[config.mk]
export PLATFORM = sky130hd
export DESIGN_NAME = shell_argument_quoter_top
export DESIGN_NICKNAME = d
export VERILOG_FILES = /design/src/rtl/core/saq_pkg.sv /design/src/rtl/core/saq_front.sv /design/src/rtl/core/saq_queue.sv /design/src/rtl/core/saq_back.sv /design/src/rtl/core/shell_argument_quoter_top.sv
export VERILOG_INCLUDE_DIRS = /design/src /design/src/rtl/core
export SDC_FILE = /design/constraint.sdc
export NUM_CORES = 1
export LEC_CHECK = 0
export BUFFER_PORTS_ARGS = -buffer_cell sky130_fd_sc_hd__buf_2
export CAP_MARGIN = 20
export CORE_MARGIN = 2
export CORE_UTILIZATION = 60
export DETAILED_ROUTE_END_ITERATION = 10
export PLACE_DENSITY = 0.78
export SYNTH_ARGS = -nofsm -noshare
export SYNTH_HDL_FRONTEND = slang
export SYNTH_SLANG_ARGS = --single-unit
[constraint.sdc]
create_clock -name i_clk -period 5.2 [get_ports i_clk]
set_clock_uncertainty 0.05 [all_clocks]
set_input_delay 1.56 -clock i_clk [delete_from_list [all_inputs] [get_ports i_clk]]
set_output_delay 1.56 -clock i_clk [all_outputs]
set_load 0.01 [all_outputs]
[src/rtl/core/shell_argument_quoter_top_defines.svh]
// assertion macros for the shell argument quoter
`ifndef SHELL_ARGUMENT_QUOTER_TOP_DEFINES_SVH
`define SHELL_ARGUMENT_QUOTER_TOP_DEFINES_SVH

`ifndef SYNTHESIS
`define SAQ_ASSERT(lbl, clk, rstn, prop) \
    lbl: assert property (@(posedge clk) disable iff (!rstn) prop) \
        else $error("saq assertion failed");
`define SAQ_ASSERT_NEVER(lbl, clk, rstn, cond) \
    lbl: assert property (@(posedge clk) disable iff (!rstn) !(cond)) \
        else $error("saq forbidden condition");
`else
`define SAQ_ASSERT(lbl, clk, rstn, prop)
`define SAQ_ASSERT_NEVER(lbl, clk, rstn, cond)
`endif

`endif

[src/rtl/core/saq_pkg.sv]
// types and constants shared by the shell argument quoter
`timescale 1ns / 1ps
package saq_pkg;

    localparam int OUT_MAX = 7;

    localparam logic [7:0] CH_SQUOTE  = 8'h27;
    localparam logic [7:0] CH_BSLASH  = 8'h5C;
    localparam logic [7:0] CH_BANG    = 8'h21;
    localparam logic [7:0] CH_NL      = 8'h0A;
    localparam logic [7:0] CH_SPACE   = 8'h20;
    localparam logic [7:0] CH_TAB     = 8'h09;
    localparam logic [7:0] CH_VT      = 8'h0B;
    localparam logic [7:0] CH_FF      = 8'h0C;
    localparam logic [7:0] CH_CR      = 8'h0D;
    localparam logic [7:0] CH_LOWER_N = 8'h6E;

    localparam logic CFG_QUOTE_ENABLE = 1'b0;
    localparam logic CFG_SHELL_MODE   = 1'b1;

    typedef struct packed {
        logic [7:0] char_byte;
        logic       starts_arg;
        logic       ends_arg;
        logic       no_char;
    } t_in_req;

    typedef struct packed {
        logic [7:0] out_byte;
        logic       last_of_run;
    } t_out_req;

    typedef struct packed {
        logic [OUT_MAX-1:0][7:0] bytes;
        logic [2:0]              count;
    } t_plan;

    typedef struct packed {
        logic full;
        logic empty;
    } t_q_status;

endpackage

[src/rtl/core/saq_front.sv]
// front end: config registers and expansion of one request into a byte plan
`timescale 1ns / 1ps
module saq_front (
    input  logic             i_clk,
    input  logic             i_rst_n,
    input  logic             i_cfg_we,
    input  logic             i_cfg_index,
    input  logic             i_cfg_data,
    input  logic             i_in_valid,
    output logic             o_in_stall,
    input  saq_pkg::t_in_req i_in_req,
    input  logic             i_q_full,
    output logic             o_push,
    output saq_pkg::t_plan   o_plan
);
    import saq_pkg::*;

    logic            r_quote_enable;
    logic            r_shell_mode;
    logic [3:0][7:0] enc;
    logic [2:0]      enc_n;
    logic [1:0][7:0] pre;
    logic [2:0]      pre_n;
    logic [2:0]      suf_n;
    logic [2:0]      pre_enc_n;
    logic [2:0]      rel;
    logic [7:0]      c;
    logic            other_space;

    always_ff @(posedge i_clk) begin
        if (!i_rst_n) begin
            r_quote_enable <= 1'b1;
            r_shell_mode   <= 1'b0;
        end else if (i_cfg_we) begin
            unique case (i_cfg_index)
                CFG_QUOTE_ENABLE: r_quote_enable <= i_cfg_data;
                CFG_SHELL_MODE:   r_shell_mode   <= i_cfg_data;
                default:          r_shell_mode   <= r_shell_mode;
            endcase
        end
    end

    assign o_in_stall = i_q_full;
    assign o_push     = i_in_valid && !i_q_full;

    // escape the data byte
    always_comb begin
        c           = i_in_req.char_byte;
        other_space = (c == CH_SPACE) || (c == CH_TAB) || (c == CH_VT) ||
                      (c == CH_FF) || (c == CH_CR);
        enc         = {CH_SQUOTE, CH_SQUOTE, CH_SQUOTE, CH_SQUOTE};
        enc_n       = 3'd1;
        enc[0]      = c;
        if (!r_quote_enable) begin
            enc_n = 3'd1;
        end else if (r_shell_mode && c == CH_BSLASH) begin
            enc[1] = CH_BSLASH;
            enc_n  = 3'd2;
        end else if (r_shell_mode && (c == CH_BANG || other_space)) begin
            enc[0] = CH_SQUOTE;
            enc[1] = CH_BSLASH;
            enc[2] = c;
            enc[3] = CH_SQUOTE;
            enc_n  = 3'd4;
        end else if (r_shell_mode && c == CH_NL) begin
            enc[0] = CH_BSLASH;
            enc[1] = CH_LOWER_N;
            enc_n  = 3'd2;
        end else if (c == CH_SQUOTE) begin
            enc[0] = CH_SQUOTE;
            enc[1] = CH_BSLASH;
            enc[2] = CH_SQUOTE;
            enc[3] = CH_SQUOTE;
            enc_n  = 3'd4;
        end
        if (i_in_req.no_char) begin
            enc_n = 3'd0;
        end
    end

    // lay out opening part, escaped byte and closing quote
    always_comb begin
        pre       = {CH_SQUOTE, CH_SPACE};
        pre_n     = i_in_req.starts_arg ? (r_quote_enable ? 3'd2 : 3'd1) : 3'd0;
        suf_n     = (i_in_req.ends_arg && r_quote_enable) ? 3'd1 : 3'd0;
        pre_enc_n = pre_n + enc_n;
        rel       = 3'd0;
        o_plan    = '0;
        for (int k = 0; k < OUT_MAX; k++) begin
            rel = 3'(k) - pre_n;
            if (3'(k) < pre_n) begin
                o_plan.bytes[k] = pre[k[0]];
            end else if (3'(k) < pre_enc_n) begin
                o_plan.bytes[k] = enc[rel[1:0]];
            end else begin
                o_plan.bytes[k] = CH_SQUOTE;
            end
        end
        o_plan.count = pre_enc_n + suf_n;
    end

endmodule

[src/rtl/core/saq_queue.sv]
// short plan queue between front and back ends
`timescale 1ns / 1ps
module saq_queue #(
    parameter int DEPTH = 2
) (
    input  logic                i_clk,
    input  logic                i_rst_n,
    input  logic                i_push,
    input  saq_pkg::t_plan      i_plan,
    input  logic                i_pop,
    output saq_pkg::t_plan      o_plan,
    output saq_pkg::t_q_status  o_status
);
    import saq_pkg::*;

    localparam int PW = (DEPTH > 1) ? $clog2(DEPTH) : 1;
    localparam int CW = $clog2(DEPTH + 1);

    t_plan           r_mem [DEPTH];
    logic [PW-1:0]   r_wr_ptr;
    logic [PW-1:0]   r_rd_ptr;
    logic [CW-1:0]   r_count;
    logic            do_push;
    logic            do_pop;

    assign o_status.full  = (r_count == CW'(DEPTH));
    assign o_status.empty = (r_count == '0);
    assign do_push        = i_push && !o_status.full;
    assign do_pop         = i_pop && !o_status.empty;
    assign o_plan         = r_mem[r_rd_ptr];

    always_ff @(posedge i_clk) begin
        if (do_push) begin
            r_mem[r_wr_ptr] <= i_plan;
        end
    end

    always_ff @(posedge i_clk) begin
        if (!i_rst_n) begin
            r_wr_ptr <= '0;
            r_rd_ptr <= '0;
            r_count  <= '0;
        end else begin
            if (do_push) begin
                r_wr_ptr <= (r_wr_ptr == PW'(DEPTH - 1)) ? '0 : r_wr_ptr + 1'b1;
            end
            if (do_pop) begin
                r_rd_ptr <= (r_rd_ptr == PW'(DEPTH - 1)) ? '0 : r_rd_ptr + 1'b1;
            end
            if (do_push && !do_pop) begin
                r_count <= r_count + 1'b1;
            end else if (do_pop && !do_push) begin
                r_count <= r_count - 1'b1;
            end
        end
    end

endmodule

[src/rtl/core/saq_back.sv]
// back end: emits a plan one byte per cycle unless stalled, via an output register
`timescale 1ns / 1ps
module saq_back (
    input  logic              i_clk,
    input  logic              i_rst_n,
    input  logic              i_q_valid,
    input  saq_pkg::t_plan    i_plan,
    output logic              o_pop,
    output logic              o_out_valid,
    input  logic              i_out_stall,
    output saq_pkg::t_out_req o_out_req
);
    import saq_pkg::*;

    logic [2:0] r_idx;
    logic [2:0] n_idx;
    logic       r_out_valid;
    logic       n_out_valid;
    t_out_req   r_out;
    t_out_req   n_out;
    logic       can_load;
    logic       is_last;

    always_comb begin
        can_load    = !r_out_valid || !i_out_stall;
        is_last     = (r_idx == i_plan.count - 3'd1);
        n_idx       = r_idx;
        n_out       = r_out;
        n_out_valid = r_out_valid && i_out_stall;
        o_pop       = 1'b0;
        if (i_q_valid && i_plan.count == 3'd0) begin
            // nothing to emit for this request
            o_pop = 1'b1;
            n_idx = 3'd0;
        end else if (i_q_valid && can_load) begin
            n_out.out_byte    = i_plan.bytes[r_idx];
            n_out.last_of_run = is_last;
            n_out_valid       = 1'b1;
            if (is_last) begin
                o_pop = 1'b1;
                n_idx = 3'd0;
            end else begin
                n_idx = r_idx + 3'd1;
            end
        end
    end

    always_ff @(posedge i_clk) begin
        r_out <= n_out;
        if (!i_rst_n) begin
            r_idx       <= 3'd0;
            r_out_valid <= 1'b0;
        end else begin
            r_idx       <= n_idx;
            r_out_valid <= n_out_valid;
        end
    end

    assign o_out_valid = r_out_valid;
    assign o_out_req   = r_out;

endmodule

[src/rtl/core/shell_argument_quoter_top.sv]
// first byte of a request is written to the plan queue, then to the output register
// throughput: one output byte per cycle while the output is not stalled;
// a request yields 0 to 7 output bytes, all through the single output port
// a new request is taken every cycle while the plan queue has room
// reset: synchronous active low; empties the queue and output, quoting on, shell mode off
`timescale 1ns / 1ps
`include "shell_argument_quoter_top_defines.svh"
module shell_argument_quoter_top #(
    parameter int QUEUE_DEPTH = 2
) (
    input  logic              i_clk,
    input  logic              i_rst_n,
    input  logic              i_cfg_we,
    input  logic              i_cfg_index,
    input  logic              i_cfg_data,
    input  logic              i_in_valid,
    output logic              o_in_stall,
    input  saq_pkg::t_in_req  i_in_req,
    output logic              o_out_valid,
    input  logic              i_out_stall,
    output saq_pkg::t_out_req o_out_req
);
    import saq_pkg::*;

    logic      push;
    logic      pop;
    t_plan     front_plan;
    t_plan     head_plan;
    t_q_status q_status;

    saq_front u_front (
        .i_clk       (i_clk),
        .i_rst_n     (i_rst_n),
        .i_cfg_we    (i_cfg_we),
        .i_cfg_index (i_cfg_index),
        .i_cfg_data  (i_cfg_data),
        .i_in_valid  (i_in_valid),
        .o_in_stall  (o_in_stall),
        .i_in_req    (i_in_req),
        .i_q_full    (q_status.full),
        .o_push      (push),
        .o_plan      (front_plan)
    );

    saq_queue #(
        .DEPTH (QUEUE_DEPTH)
    ) u_queue (
        .i_clk    (i_clk),
        .i_rst_n  (i_rst_n),
        .i_push   (push),
        .i_plan   (front_plan),
        .i_pop    (pop),
        .o_plan   (head_plan),
        .o_status (q_status)
    );

    saq_back u_back (
        .i_clk       (i_clk),
        .i_rst_n     (i_rst_n),
        .i_q_valid   (!q_status.empty),
        .i_plan      (head_plan),
        .o_pop       (pop),
        .o_out_valid (o_out_valid),
        .i_out_stall (i_out_stall),
        .o_out_req   (o_out_req)
    );

    `SAQ_ASSERT_NEVER(a_queue_full_and_empty, i_clk, i_rst_n, q_status.full && q_status.empty)
    `SAQ_ASSERT(a_stall_only_when_full, i_clk, i_rst_n, o_in_stall |-> q_status.full)
    `SAQ_ASSERT(a_push_lands, i_clk, i_rst_n, push |=> !q_status.empty)

endmodule
==> summary.md <==
| Metric | Value |
|---|---|
| Top cells by area, synth | `edfxtp_1, mux4_2, mux2i_1` |
| Via-to-Cell Ratio | `6.129` |
| Gr usage total | `approximately a quarter` |
| CTS resizes | `0` |
| Boundary pin count | `29` |
| Post-Syn Area per Cell | `13.87 sq um` |
| Worst hold path class | `register to register` |
| Final setup violating endpoints | `0` |
| Synth area leader | `edfxtp_1` |
| Die W | `about 110 um` |
| Core Footprint | `10230 sq um` |
| Inserted Clock Buffers | `17` |
| Max IR drop VDD | `0.0002831 V` |
| Cell Count, Final, Fillers Out | `between 600 and 700` |
| Final-report hold violation count | `0` |
| Initial core utilization | `61.27%` |
| Initial antenna violation count | `0` |
| Top routing layer used | `met4` |
| DP Area | `6556 sq um` |
| Die Height | `106.2 um` |
| PD cells | `between 400 and 500 nW/um^2` |
| Clock tree sinks | `about 140` |
| Dpl ws | `roughly 450 ps` |
| Number of synthesized flops with an enable pin | `127` |
| Leakage | `2.263 nW` |
| Period utilization | `81.62%` |
| Post-Syn Area | `around 6300 sq um` |
| Design area | `around 7100 sq um` |
| Routed via count | `3892` |
| Post-CTS setup buffers | `0` |
| RSZ-0062 raised after global routing | `no` |
| CTS Hold Buffers Added | `0` |
| Synth cell types | `50` |
| F_max | `235.6 MHz` |
| Routed Wire Length | `12640 um` |
| Critical Path AT | `4470 ps` |
| First DRT Iteration DRCs | `about 390` |
| Seq/Total Area, Yosys | `between 60 and 70%` |
| Layout cells sized above 1 | `about 18%` |
| Asr flop ratio synth | `0%` |
| Remaining antenna violation count | `0` |
| Nets | `515` |
| Pins over their slew limit | `0` |
| CTS tree | `yes` |
| Crit Path Max Fanout | `11` |
| Post-layout min period | `~4200 ps` |
| Synth top cells by count | `edfxtp_1, nand2_1, nor2_1` |
| Yosys warns | `0` |
| DR WL met3 | `between 900 and 1000 um` |
| Largest net degree at the start of global routing | `61` |
| Max_cap viols | `0` |
| Met2 WL | `6219 um` |
| Die footprint | `11280 sq um` |
| FF+latch count, synth | `around 140` |
| Rows | `37` |
| Clock root buffer | `clkbuf_8` |
| WL/cell | `19.90 um` |
| RD Place Congestion | `0.9096` |
| Crit Path Class | `input port to register` |
| Worst Path Required | `5420 ps` |
| Max H-tree Level | `4` |
| Clock-pin slew on the worst setup and hold paths | `60 ps` |
| Tot Pwr | `3.302 mW` |
| Worst setup margin | `955.8 ps` |
| Most common flop cell mapped by yosys | `edfxtp_1` |
| Antenna cells | `0` |
| Port bufs | `28` |
| Routed length on met1 | `5299 um` |
| Fill cell count | `approximately 670` |
| First-pass GRT wire length | `20060 um` |
| Post-synth top area share | `60.84%` |
| Count leader, synth | `edfxtp_1` |
| Drt pass-1 iters | `5` |
| Clock latency on the worst-skew pair | `520 ps` |
| # placed instances | `between 600 and 700` |
| Crit. End Element | `register` |
| Longest Clk Path Bufs | `2` |
| Slew Limit Headroom | `45.82%` |
| Vias in the first global route | `~3700` |
| Post-Syn Instances | `around 450` |
| Status | `finished, final reports clean` |
| Gr ovfl total | `0` |
| Setup TNS | `0 ps` |
| Startpoint Class | `input port` |
| Least-Margin Pin Slew | `812.8 ps` |
| Area grow syn2layout | `12.65%` |
| DRC Markers | `0` |
| Detailed Place HPWL | `8333 um` |
## where the power goes
| part | internal, mW | total (mW) | leakage [nW] | switching [mW] |
|---|---|---|---|---|
| Clock | 0.617 | 1.03 | 0.245 | 0.414 |
| Combinational | 0.344 | 0.806 | 0.857 | 0.462 |
| Sequential | 1.40 | 1.46 | 1.16 | 0.0654 |
## metal layers
metal | track usage [%] | vias to the layer above
met1 | 33.35 | 1903
met5 | 0 | -
met3 | 6.867 | 22
met4 | 9.117 | 0
met2 | 37.87 | 184
li1 | - | 1783
## path summary, 6_finish.rpt
| kind | from | end | slack, ps | depth (start not counted) |
|---|---|---|---|---|
| worst min register to register | u_front.r_shell_mode | u_front.r_shell_mode | 470 | 2 |
| worst max-delay path | i_in_req[9] | u_queue.r_mem[1][25] | 960 | 10 |
| worst min-delay path | u_front.r_shell_mode | u_front.r_shell_mode | 470 | 2 |
| worst max register to register | u_front.r_shell_mode | u_queue.r_mem[1][25] | 1780 | 9 |
## cells in the final DEF, fill, tap and decap left out, types with 3 or more instances in the layout
cell type,synthesis,layout
a21boi_0,6,6
a21o_1,3,3
a21oi_1,21,21
and2_1,7,7
and3_1,5,4
buf_2,4,28
buf_4,0,5
clkbuf_16,0,16
clkinv_1,0,5
clkinv_2,0,4
conb_1,2,4
dfxtp_1,11,10
edfxtp_1,127,127
ha_1,9,9
inv_1,12,12
mux2i_1,25,25
mux4_2,20,20
nand2_1,40,40
nand2b_1,6,6
nand3_1,6,6
nor2_1,39,38
nor2b_1,8,8
nor3_1,13,13
nor4_1,4,4
nor4bb_1,3,3
o21ai_0,19,19
o22ai_1,8,8
or3_1,5,5
xnor2_1,5,5
## cell type report
type / instances / area (sq um) / area share (%)
Multi-Input combinational cell: 285 / 2128 / 30.14
Tap cell: 136 / 170.2 / 2.410
Timing Repair Buffer: 33 / 177.7 / 2.516
Inverter: 12 / 45.04 / 0.6378
Clock buffer: 19 / 421.7 / 5.971
Clock inverter: 12 / 83.83 / 1.187
Sequential cell: 138 / 4035 / 57.14
## critical path, cell delays in order
cell and delay, ps:
buf_2 130, or4b_1 550, a211oi_2 230, nor2_1 120
nand2_1 130, a21oi_1 80, ha_1 240, fa_1 830
a21oi_1 220, nor4_1 380
## sequential cells by signal, indices dropped and copies added, names as in the netlist, named ones only
register                flops
u_back.r_idx                3
u_queue.r_wr_ptr            1
u_back.o_out_req            9
u_queue.r_count             2
u_front.r_shell_mode        1
u_back.o_out_valid          1
u_front.r_quote_enable      1
u_queue.r_mem             118
u_queue.r_rd_ptr            1
## stage by stage
stage / util, % / hold WS (ps)
after floorplan: - / 419.0
after global placement: 64.08 / 454.4
after detailed placement: 64.08 / 469.8
after CTS: 69.02 / 476.2
after global routing: 69.02 / 501.6
final: 69.02 / 472.2
## cell families after synthesis
logic type,share of synthesized area (%)
adders and majority gates,2.116
AOI/OAI and AO/OA,6.986
buffers and inverters,1.956
and+or+nand+nor,11.44
DFF,64.35
other,0.1198
muxes,11.36
xor gates and xnor gates,1.677
(Power assumes the default switching activity.)
